File: src/hdl/urb_pkg.sv
`timescale 1ns / 1ps

package urb_pkg;

  // Item operations
  localparam logic [1:0] OP_READ  = 2'd0;
  localparam logic [1:0] OP_WRITE = 2'd1;
  localparam logic [1:0] OP_RX    = 2'd2;
  localparam logic [1:0] OP_TX    = 2'd3;

  // Register offsets
  localparam logic [2:0] REG_DATA = 3'd0;
  localparam logic [2:0] REG_IER  = 3'd1;
  localparam logic [2:0] REG_IIR  = 3'd2;
  localparam logic [2:0] REG_LCR  = 3'd3;
  localparam logic [2:0] REG_MCR  = 3'd4;
  localparam logic [2:0] REG_LSR  = 3'd5;
  localparam logic [2:0] REG_MSR  = 3'd6;
  localparam logic [2:0] REG_SCR  = 3'd7;

  // Bit positions
  localparam int LCR_DLAB_BIT  = 7;
  localparam int FCR_EN_BIT    = 0;
  localparam int FCR_CLR_RX    = 1;
  localparam int FCR_CLR_TX    = 2;
  localparam int IER_RX_BIT    = 0;
  localparam int IER_THRE_BIT  = 1;
  localparam int IER_LINE_BIT  = 2;

  // Interrupt identification codes
  localparam logic [3:0] IID_LINE = 4'h6;
  localparam logic [3:0] IID_RX   = 4'h4;
  localparam logic [3:0] IID_THRE = 4'h2;
  localparam logic [3:0] IID_NONE = 4'h1;

  typedef struct packed {
    logic [1:0] operation;
    logic [2:0] reg_offset;
    logic [7:0] write_data;
    logic [7:0] rx_byte;
    logic       rx_parity_error;
    logic       rx_framing_error;
    logic       rx_break;
  } in_item_t;

  typedef struct packed {
    logic [7:0]  read_data;
    logic        irq;
    logic        tx_valid;
    logic [7:0]  tx_byte;
    logic [15:0] divisor;
    logic [7:0]  line_format;
  } out_item_t;

  // Receive trigger level in bytes for the FCR trigger field
  function automatic logic [3:0] trig_level(input logic [1:0] code);
    logic [3:0] lvl;
    case (code)
      2'd0:    lvl = 4'd1;
      2'd1:    lvl = 4'd4;
      2'd2:    lvl = 4'd8;
      default: lvl = 4'd14;
    endcase
    return lvl;
  endfunction

endpackage

File: src/hdl/urb_ram.sv
`timescale 1ns / 1ps

module urb_ram #(
  parameter int WIDTH = 8,
  parameter int DEPTH = 16,
  localparam int AW = (DEPTH > 1) ? $clog2(DEPTH) : 1
) (
  input  logic             clk,
  input  logic             wr_en,
  input  logic [AW-1:0]    wr_addr,
  input  logic [WIDTH-1:0] wr_data,
  input  logic             rd_en,
  input  logic [AW-1:0]    rd_addr,
  output logic [WIDTH-1:0] rd_data
);

  logic [WIDTH-1:0] mem [DEPTH];

  // Write port
  always_ff @(posedge clk) begin
    if (wr_en) begin
      mem[wr_addr] <= wr_data;
    end
  end

  // Registered read, held between reads
  always_ff @(posedge clk) begin
    if (rd_en) begin
      rd_data <= mem[rd_addr];
    end
  end

endmodule

File: src/hdl/uart_register_block.sv
`timescale 1ns / 1ps
// An accepted item waits in the pipeline stage for its memory read, then
// moves on when the output register can advance. Throughput: one item per
// cycle while the output is not stalled; the receive and transmit FIFOs each
// have one write and one registered read port; every item uses at most one.
// Reset (rst_n low, synchronous) clears state and valid flags and both FIFOs;
// the FIFO memories are not cleared, since no entry is read before written.
module uart_register_block #(
  parameter int FIFO_DEPTH = 16
) (
  input  logic               clk,
  input  logic               rst_n,
  input  logic               in_valid,
  output logic               in_stall,
  input  urb_pkg::in_item_t  in_item,
  output logic               out_valid,
  input  logic               out_stall,
  output urb_pkg::out_item_t out_item
);

  localparam int AW = (FIFO_DEPTH > 1) ? $clog2(FIFO_DEPTH) : 1;
  localparam int CW = $clog2(FIFO_DEPTH + 1);
  localparam int SW = CW + 1;
  localparam int LW = (CW > 4) ? CW : 4;

  // Architectural state
  logic [7:0]    lcr_r, lcr_nxt;
  logic [3:0]    ier_r, ier_nxt;
  logic [4:0]    mcr_r, mcr_nxt;
  logic [7:0]    scr_r, scr_nxt;
  logic [15:0]   dl_r, dl_nxt;
  logic          fifo_mode_r, fifo_mode_nxt;
  logic [1:0]    rx_trig_r, rx_trig_nxt;
  logic [AW-1:0] rx_head_r, rx_head_nxt;
  logic [CW-1:0] rx_fill_r, rx_fill_nxt;
  logic [AW-1:0] tx_head_r, tx_head_nxt;
  logic [CW-1:0] tx_fill_r, tx_fill_nxt;
  logic [3:0]    lerr_r, lerr_nxt;
  logic          thre_r, thre_nxt;

  // Pipeline stage between memory read and output register
  logic          a_valid_r;
  logic [7:0]    a_rd_r;
  logic          a_sel_rx_r;
  logic          a_sel_tx_r;
  logic          a_irq_r;
  logic [15:0]   a_dl_r;
  logic [7:0]    a_lcr_r;
  logic [7:0]    a_rd_nxt;
  logic          irq_nxt;

  logic          out_valid_r;
  urb_pkg::out_item_t out_r;

  // Memory ports
  logic          rx_wr_en, rx_rd_en, tx_wr_en, tx_rd_en;
  logic [AW-1:0] rx_wr_addr, tx_wr_addr;
  logic [7:0]    rx_wr_data, tx_wr_data, rx_rd_data, tx_rd_data;

  logic          in_accept, a_move, out_adv;
  logic          dlab;
  logic [3:0]    iid_cur;
  logic [7:0]    lsr;
  logic [7:0]    rx_val;
  logic          clr_rx, clr_tx, fcr_en;

  // Handshake
  assign out_adv   = !out_valid_r || !out_stall;
  assign a_move    = a_valid_r && out_adv;
  assign in_stall  = a_valid_r && !out_adv;
  assign in_accept = in_valid && !in_stall;
  assign out_valid = out_valid_r;
  assign out_item  = out_r;

  function automatic logic [AW-1:0] ptr_inc(input logic [AW-1:0] p);
    return (p == AW'(FIFO_DEPTH - 1)) ? '0 : p + AW'(1);
  endfunction

  function automatic logic [AW-1:0] ptr_add(input logic [AW-1:0] p, input logic [CW-1:0] n);
    logic [SW-1:0] s;
    s = SW'(p) + SW'(n);
    if (s >= SW'(FIFO_DEPTH)) begin
      s = s - SW'(FIFO_DEPTH);
    end
    return s[AW-1:0];
  endfunction

  function automatic logic [CW-1:0] cap(input logic mode);
    return mode ? CW'(FIFO_DEPTH) : CW'(1);
  endfunction

  // Interrupt identification over a given state
  function automatic logic [3:0] int_id(input logic [3:0] ier, input logic [3:0] lerr,
                                        input logic mode, input logic [1:0] trig,
                                        input logic [CW-1:0] fill, input logic thre);
    logic [LW-1:0] lvl;
    logic [3:0]    id;
    lvl = LW'(urb_pkg::trig_level(trig));
    if (lvl > LW'(FIFO_DEPTH)) begin
      lvl = LW'(FIFO_DEPTH);
    end
    if (!mode) begin
      lvl = LW'(1);
    end
    if (ier[urb_pkg::IER_LINE_BIT] && (lerr != 4'd0)) begin
      id = urb_pkg::IID_LINE;
    end else if (ier[urb_pkg::IER_RX_BIT] && (LW'(fill) >= lvl)) begin
      id = urb_pkg::IID_RX;
    end else if (ier[urb_pkg::IER_THRE_BIT] && thre) begin
      id = urb_pkg::IID_THRE;
    end else begin
      id = urb_pkg::IID_NONE;
    end
    return id;
  endfunction

  assign dlab    = lcr_r[urb_pkg::LCR_DLAB_BIT];
  assign iid_cur = int_id(ier_r, lerr_r, fifo_mode_r, rx_trig_r, rx_fill_r, thre_r);
  assign lsr     = {fifo_mode_r && (lerr_r[3:1] != 3'd0), (tx_fill_r == '0),
                    (tx_fill_r == '0), lerr_r, (rx_fill_r != '0)};
  assign rx_val  = in_item.rx_break ? 8'd0 : in_item.rx_byte;
  assign fcr_en  = in_item.write_data[urb_pkg::FCR_EN_BIT];
  assign clr_rx  = (fcr_en != fifo_mode_r) || (fcr_en && in_item.write_data[urb_pkg::FCR_CLR_RX]);
  assign clr_tx  = (fcr_en != fifo_mode_r) || (fcr_en && in_item.write_data[urb_pkg::FCR_CLR_TX]);

  // Decode the item: next state, memory accesses and result fields
  always_comb begin
    lcr_nxt       = lcr_r;
    ier_nxt       = ier_r;
    mcr_nxt       = mcr_r;
    scr_nxt       = scr_r;
    dl_nxt        = dl_r;
    fifo_mode_nxt = fifo_mode_r;
    rx_trig_nxt   = rx_trig_r;
    rx_head_nxt   = rx_head_r;
    rx_fill_nxt   = rx_fill_r;
    tx_head_nxt   = tx_head_r;
    tx_fill_nxt   = tx_fill_r;
    lerr_nxt      = lerr_r;
    thre_nxt      = thre_r;
    a_rd_nxt      = 8'd0;
    rx_wr_en      = 1'b0;
    rx_wr_addr    = ptr_add(rx_head_r, rx_fill_r);
    rx_wr_data    = rx_val;
    rx_rd_en      = 1'b0;
    tx_wr_en      = 1'b0;
    tx_wr_addr    = ptr_add(tx_head_r, tx_fill_r);
    tx_wr_data    = in_item.write_data;
    tx_rd_en      = 1'b0;

    case (in_item.operation)
      urb_pkg::OP_READ: begin
        case (in_item.reg_offset)
          urb_pkg::REG_DATA: begin
            if (dlab) begin
              a_rd_nxt = dl_r[7:0];
            end else if (rx_fill_r != '0) begin
              rx_rd_en    = in_accept;
              rx_head_nxt = ptr_inc(rx_head_r);
              rx_fill_nxt = rx_fill_r - CW'(1);
            end
          end
          urb_pkg::REG_IER: begin
            a_rd_nxt = dlab ? dl_r[15:8] : {4'd0, ier_r};
          end
          urb_pkg::REG_IIR: begin
            if (iid_cur == urb_pkg::IID_THRE) begin
              thre_nxt = 1'b0;
            end
            a_rd_nxt = {{2{fifo_mode_r}}, 2'b00, iid_cur};
          end
          urb_pkg::REG_LCR: a_rd_nxt = lcr_r;
          urb_pkg::REG_MCR: a_rd_nxt = {3'd0, mcr_r};
          urb_pkg::REG_LSR: begin
            a_rd_nxt = lsr;
            lerr_nxt = 4'd0;
          end
          urb_pkg::REG_SCR: a_rd_nxt = scr_r;
          default:          a_rd_nxt = 8'd0;
        endcase
      end
      urb_pkg::OP_WRITE: begin
        case (in_item.reg_offset)
          urb_pkg::REG_DATA: begin
            if (dlab) begin
              dl_nxt[7:0] = in_item.write_data;
            end else if (tx_fill_r < cap(fifo_mode_r)) begin
              tx_wr_en    = in_accept;
              tx_fill_nxt = tx_fill_r + CW'(1);
              thre_nxt    = 1'b0;
            end
          end
          urb_pkg::REG_IER: begin
            if (dlab) begin
              dl_nxt[15:8] = in_item.write_data;
            end else begin
              ier_nxt = in_item.write_data[3:0];
              if (!ier_r[urb_pkg::IER_THRE_BIT] && in_item.write_data[urb_pkg::IER_THRE_BIT]
                  && (tx_fill_r == '0)) begin
                thre_nxt = 1'b1;
              end
            end
          end
          urb_pkg::REG_IIR: begin
            fifo_mode_nxt = fcr_en;
            if (clr_rx) begin
              rx_head_nxt = '0;
              rx_fill_nxt = '0;
            end
            if (clr_tx) begin
              if (tx_fill_r != '0) begin
                thre_nxt = 1'b1;
              end
              tx_head_nxt = '0;
              tx_fill_nxt = '0;
            end
            if (fcr_en) begin
              rx_trig_nxt = in_item.write_data[7:6];
            end
          end
          urb_pkg::REG_LCR: lcr_nxt = in_item.write_data;
          urb_pkg::REG_MCR: mcr_nxt = in_item.write_data[4:0];
          urb_pkg::REG_SCR: scr_nxt = in_item.write_data;
          default: ;
        endcase
      end
      urb_pkg::OP_RX: begin
        lerr_nxt = lerr_r | {in_item.rx_break, in_item.rx_framing_error,
                             in_item.rx_parity_error, 1'b0};
        if (rx_fill_r < cap(fifo_mode_r)) begin
          rx_wr_en    = in_accept;
          rx_fill_nxt = rx_fill_r + CW'(1);
        end else begin
          lerr_nxt[0] = 1'b1;
          if (!fifo_mode_r) begin
            rx_wr_en   = in_accept;
            rx_wr_addr = rx_head_r;
          end
        end
      end
      default: begin
        if (tx_fill_r != '0) begin
          tx_rd_en    = in_accept;
          tx_head_nxt = ptr_inc(tx_head_r);
          tx_fill_nxt = tx_fill_r - CW'(1);
          if (tx_fill_r == CW'(1)) begin
            thre_nxt = 1'b1;
          end
        end
      end
    endcase

    irq_nxt = int_id(ier_nxt, lerr_nxt, fifo_mode_nxt, rx_trig_nxt, rx_fill_nxt, thre_nxt)
              != urb_pkg::IID_NONE;
  end

  // Update state on an accepted item
  always_ff @(posedge clk) begin
    if (!rst_n) begin
      lcr_r       <= '0;
      ier_r       <= '0;
      mcr_r       <= '0;
      scr_r       <= '0;
      dl_r        <= '0;
      fifo_mode_r <= 1'b0;
      rx_trig_r   <= '0;
      rx_head_r   <= '0;
      rx_fill_r   <= '0;
      tx_head_r   <= '0;
      tx_fill_r   <= '0;
      lerr_r      <= '0;
      thre_r      <= 1'b0;
    end else if (in_accept) begin
      lcr_r       <= lcr_nxt;
      ier_r       <= ier_nxt;
      mcr_r       <= mcr_nxt;
      scr_r       <= scr_nxt;
      dl_r        <= dl_nxt;
      fifo_mode_r <= fifo_mode_nxt;
      rx_trig_r   <= rx_trig_nxt;
      rx_head_r   <= rx_head_nxt;
      rx_fill_r   <= rx_fill_nxt;
      tx_head_r   <= tx_head_nxt;
      tx_fill_r   <= tx_fill_nxt;
      lerr_r      <= lerr_nxt;
      thre_r      <= thre_nxt;
    end
  end

  // Hold the item while its memory read completes
  always_ff @(posedge clk) begin
    if (!rst_n) begin
      a_valid_r <= 1'b0;
    end else if (in_accept) begin
      a_valid_r <= 1'b1;
    end else if (a_move) begin
      a_valid_r <= 1'b0;
    end
  end

  always_ff @(posedge clk) begin
    if (in_accept) begin
      a_rd_r     <= a_rd_nxt;
      a_sel_rx_r <= rx_rd_en;
      a_sel_tx_r <= tx_rd_en;
      a_irq_r    <= irq_nxt;
      a_dl_r     <= dl_nxt;
      a_lcr_r    <= lcr_nxt;
    end
  end

  // Output register
  always_ff @(posedge clk) begin
    if (!rst_n) begin
      out_valid_r <= 1'b0;
    end else if (out_adv) begin
      out_valid_r <= a_valid_r;
    end
  end

  always_ff @(posedge clk) begin
    if (a_move) begin
      out_r.read_data   <= a_sel_rx_r ? rx_rd_data : a_rd_r;
      out_r.irq         <= a_irq_r;
      out_r.tx_valid    <= a_sel_tx_r;
      out_r.tx_byte     <= a_sel_tx_r ? tx_rd_data : 8'd0;
      out_r.divisor     <= a_dl_r;
      out_r.line_format <= a_lcr_r;
    end
  end

  urb_ram #(.WIDTH(8), .DEPTH(FIFO_DEPTH)) u_rx_ram (
    .clk     (clk),
    .wr_en   (rx_wr_en),
    .wr_addr (rx_wr_addr),
    .wr_data (rx_wr_data),
    .rd_en   (rx_rd_en),
    .rd_addr (rx_head_r),
    .rd_data (rx_rd_data)
  );

  urb_ram #(.WIDTH(8), .DEPTH(FIFO_DEPTH)) u_tx_ram (
    .clk     (clk),
    .wr_en   (tx_wr_en),
    .wr_addr (tx_wr_addr),
    .wr_data (tx_wr_data),
    .rd_en   (tx_rd_en),
    .rd_addr (tx_head_r),
    .rd_data (tx_rd_data)
  );

`ifndef SYNTHESIS
  a_rx_fill_bound: assert property (@(posedge clk) disable iff (!rst_n)
    rx_fill_r <= cap(fifo_mode_r))
    else $error("receive fill exceeds capacity");

  a_tx_fill_bound: assert property (@(posedge clk) disable iff (!rst_n)
    tx_fill_r <= cap(fifo_mode_r))
    else $error("transmit fill exceeds capacity");

  a_thre_empty: assert property (@(posedge clk) disable iff (!rst_n)
    thre_r |-> (tx_fill_r == '0))
    else $error("THRE pending with data in transmit FIFO");

  a_one_port: assert property (@(posedge clk) disable iff (!rst_n)
    $countones({rx_wr_en, rx_rd_en, tx_wr_en, tx_rd_en}) <= 1)
    else $error("item uses more than one memory port");

  a_read_held: assert property (@(posedge clk) disable iff (!rst_n)
    (a_valid_r && a_sel_rx_r && !a_move) |=> $stable(rx_rd_data))
    else $error("receive read data changed while item waits");
`endif

endmodule

File: config.mk
export PLATFORM = sky130hd
export DESIGN_NAME = uart_register_block
export DESIGN_NICKNAME = d
export VERILOG_FILES = /design/src/hdl/urb_pkg.sv /design/src/hdl/urb_ram.sv /design/src/hdl/uart_register_block.sv
export SDC_FILE = /design/constraint.sdc
export NUM_CORES = 1
export LEC_CHECK = 0
export ABC_AREA = 1
export BUFFER_PORTS_ARGS = -buffer_cell sky130_fd_sc_hd__buf_2
export CORE_UTILIZATION = 50
export DETAILED_ROUTE_END_ITERATION = 7
export PLACE_DENSITY = 0.65
export SLEW_MARGIN = 10
export SYNTH_ARGS = -nofsm -noshare
export SYNTH_HDL_FRONTEND = slang
export SYNTH_HIERARCHICAL = 1
export SYNTH_SLANG_ARGS = --single-unit
File: constraint.sdc
create_clock -name clk -period 3.2 [get_ports clk]
set_clock_uncertainty 0.2 [all_clocks]
set_input_delay 0.16 -clock clk [delete_from_list [all_inputs] [get_ports clk]]
set_output_delay 0.16 -clock clk [all_outputs]
set_load 0.01 [all_outputs]
==> impl_metrics.py <==
metrics = {
    "outcome": {
        "outcome": "complete, no violations",
    },
    "drt": {
        "avgViaCountPerCell": 5.20,
        "wire_per_inst_um": 17.5,
        "dr.pass1.iters": 6,
        "postRouteAntennaNets": 0,
        "vias": 13900,
        "route.detailed.drc": 0,
        "drt-total-wl_mm": 46.9,
        "drt_iter0_markers": 1187,
    },
    "cts": {
        "postCtsSetupBuffers": 0,
        "h-tree-depth": 2,
        "cts_root_buffer": "clkbuf_16",
        "path_clk_slew_ns": 0.06,
        "cts.sinks": 418,
        "clockBufferDepth": 3,
        "clkLatencyLatePin_ns": 0.58,
        "cts_tree": "built",
        "cts_buffers": 43,
    },
    "cells_and_area": {
        "antenna_cells": 0,
        "fillers": 3182,
        "area_growth_pct": 14.8,
        "layout.nets": 2180,
        "final_common_cell": "nand2_1",
        "drive_above_1_share": 0.132,
        "final_cell_mix": "nand2_1, edfxtp_1, inv_1",
        "final_core_util": 0.584,
    },
    "global_route": {
        "grt_pass1_vias": 13100,
        "antenna_found_initial": 0,
        "grt_usage": 0.246,
        "grt_pass1_wl_mm": 73.1,
        "grt_overflow": 0,
        "grt_max_degree": 69,
    },
    "power_and_ir_drop": {
        "p_clk_frac": 0.402,
        "share_comb_of_total_power": 0.099,
        "p_per_area_nw_per_um2": 556,
        "p_int_w": 0.00925,
        "p_sw_frac": 0.246,
        "switchingPower_w": 0.00302,
        "max-vdd-ir-drop_uv": 411,
        "p_seq_frac": 0.499,
        "p_leak_nw": 9.54,
        "p_total_w": 0.0123,
    },
    "worst_setup_path": {
        "slowest_stage": "dlygate4sd3_1",
        "r2r_start": "rx_fill_r[0]",
        "required_ns": 3.33,
        "path_cells": "dlygate4sd3_1 -> buf_2 -> inv_2 -> nand2_4 -> nor2_4 -> nand3_1 -> o21ai_0 -> o21ai_0 -> and2_1 -> ha_1 -> inv_1 -> a21boi_0 -> o21ai_0 -> nand2_1 -> a21oi_1 -> nand3_1 -> nand2_1 -> nand3_1",
        "crit_path_end_kind": "flop",
        "setup.worst_path.end": "a_irq_r",
        "arrival_ns": 3.07,
        "crit_type": "input port to flop",
        "reg2reg_to": "a_irq_r",
        "startpoint_type": "input port",
        "critPathMaxStageDelay_ns": 0.54,
        "ff2ff_path_depth": 17,
        "cp_max_fo": 8,
        "cp-startpoint": "in_item[21]",
        "ff2ff_setup_slack_ns": 0.29,
    },
    "yosys": {
        "synth_fp_nets": 2029,
        "yosys_warnings": 6,
        "async_reset_ff_frac": 0,
        "yosysTopAreaCellShare": 0.545,
        "syn_avg_cell_area_sq_um": 9.73,
        "synth_edf_count": 349,
        "synth-seq-area-share": 0.617,
        "synth_seq_cells": 418,
        "netlist_instances": 1975,
        "ys_types": 54,
        "synth_ff_type": "edfxtp_1",
        "syn_area_sq_um": 19200,
        "synth_area_leaders": "edfxtp_1, nand2_1, dfxtp_1, inv_1, nand3_1",
        "synth_top_area_cell": "edfxtp_1",
    },
    "timing": {
        "fin_setup_tns_ns": 0,
        "worst_slack_ns": 0.263,
        "fmax_mhz": 341,
        "setup_viol": 0,
        "rsz0062_at_grt": "false",
        "hold_violations": 0,
        "finalCritPeriodShare": 0.918,
        "post-route-min-period_ns": 2.94,
        "drv_slew": 0,
        "max_slew.worst_pin.slew_ns": 0.827,
        "slew_headroom": 0.446,
    },
    "place": {
        "portBuffers": 71,
        "pre_cts_ws_ns": 0.272,
        "post-dp-hpwl_mm": 31.0,
        "gp_congestion": 0.916,
    },
    "floorplan": {
        "die_y_um": 198,
        "die_w_um": 198,
        "rows": 71,
        "ios": 72,
        "initial_utilization": 0.509,
        "die_area_sq_um": 39200,
        "core_area_sq_um": 37800,
    },
    "run": {
        "drv_cap": 0,
    },
    "worst_hold_path": {
        "hold_class": "input port to flop",
        "hold_start": "out_stall",
    },
}
==> power groups by stage <==
stage	combinational (W)	sequential [W]	clock (W)
floorplan	0.000780	0.00622	0
global placement	0.00117	0.00623	0
detailed placement	0.00118	0.00623	0
CTS	0.00122	0.00612	0.00503
global route	0.00136	0.00613	0.00524
finish	0.00122	0.00612	0.00493
==> cells in the mapped netlist (4+ instances only) <==
master	instances
inv_1	329
o21ai_0	72
xor2_1	5
o21ai_1	26
nor3_1	4
buf_4	10
edfxtp_1	349
buf_2	33
dfxtp_1	69
mux2_2	8
a21oi_1	75
clkbuf_1	15
inv_2	11
a31oi_1	4
o211ai_1	6
nand2_1	485
a22oi_1	6
nand3b_1	4
nor2_2	4
nand2_2	12
nor2_1	99
o22ai_1	5
ha_1	24
xnor2_1	5
nand4_1	9
o21ai_2	12
buf_6	16
nand3_1	236
a211oi_1	4
==> per-layer routing <==
layer  vias up  part of all wire  global-route usage
met3        63             0.073              0.0412
met1      6517              0.44               0.347
met5         -                 0                   0
met2       498              0.47               0.393
li1       6801                 -                   -
met4         0             0.018              0.0643
==> stage by stage <==
| stage | hold slack (ns) | cells | instance area (sq um) |
|---|---|---|---|
| 2_1_floorplan | 0.0589 | 1975 | 19200 |
| 3_3_place_gp | 0.202 | 2561 | 20400 |
| 3_5_place_dp | 0.205 | 2561 | 20400 |
| 4_1_cts | 0.166 | 2671 | 22100 |
| 5_1_grt | 0.227 | 2671 | 22100 |
| 6_report | 0.216 | 2671 | 22100 |
==> kinds of logic after synthesis <==
group / Yosys count / share of synthesized area
multiplexers: 8 / 0.00469
AO/OA/AOI/OAI: 223 / 0.0656
AND/OR/NAND/NOR: 867 / 0.197
XOR/XNOR: 10 / 0.00456
flip-flops: 418 / 0.617
adder cells (fa/ha/maj): 26 / 0.0177
buffers and inverters: 423 / 0.0938
==> cell type report <==
| cell class | count | area, sq um | area share |
|---|---|---|---|
| Timing Repair Buffer | 184 | 1290 | 0.0586 |
| Inverter | 345 | 1310 | 0.0594 |
| Clock inverter | 24 | 235 | 0.0107 |
| Multi-Input combinational cell | 1134 | 5560 | 0.252 |
| Clock buffer | 55 | 1150 | 0.0522 |
| Tap cell | 511 | 639 | 0.0290 |
| Sequential cell | 418 | 11900 | 0.538 |
==> worst min path at each step <==
stage,endpoint,slack (ns),cells after the start
after CTS,out_valid,0.17,4
after floorplan,u_tx_ram/mem[0][0],0.06,0
after global placement,out_item[2],0.20,0
after global routing,out_valid,0.23,4
final,out_valid,0.22,4
after detailed placement,out_item[2],0.21,0
==> repair_timing <==
item	4_1_cts	5_1_grt
gates resized for setup	0	1
hold buffers	31	0
endpoints found under the setup margin	0	1
endpoints found under the hold margin	307	0
==> registers in the layout (all words and copies together) (netlist names), 16 cells and up <==
signal,flops
out_item,42
u_tx_ram/mem,128
u_rx_ram/mem,128
dl_r,16
a_dl_r,16
==> worst max-delay path: cells and delay by family <==
family | cells | cell delay [ns]
compound gates | 5 | 0.66
fa+ha+maj | 1 | 0.28
buf+inv | 4 | 0.97
simple gates | 8 | 1.01
(Power assumes the default switching activity.)
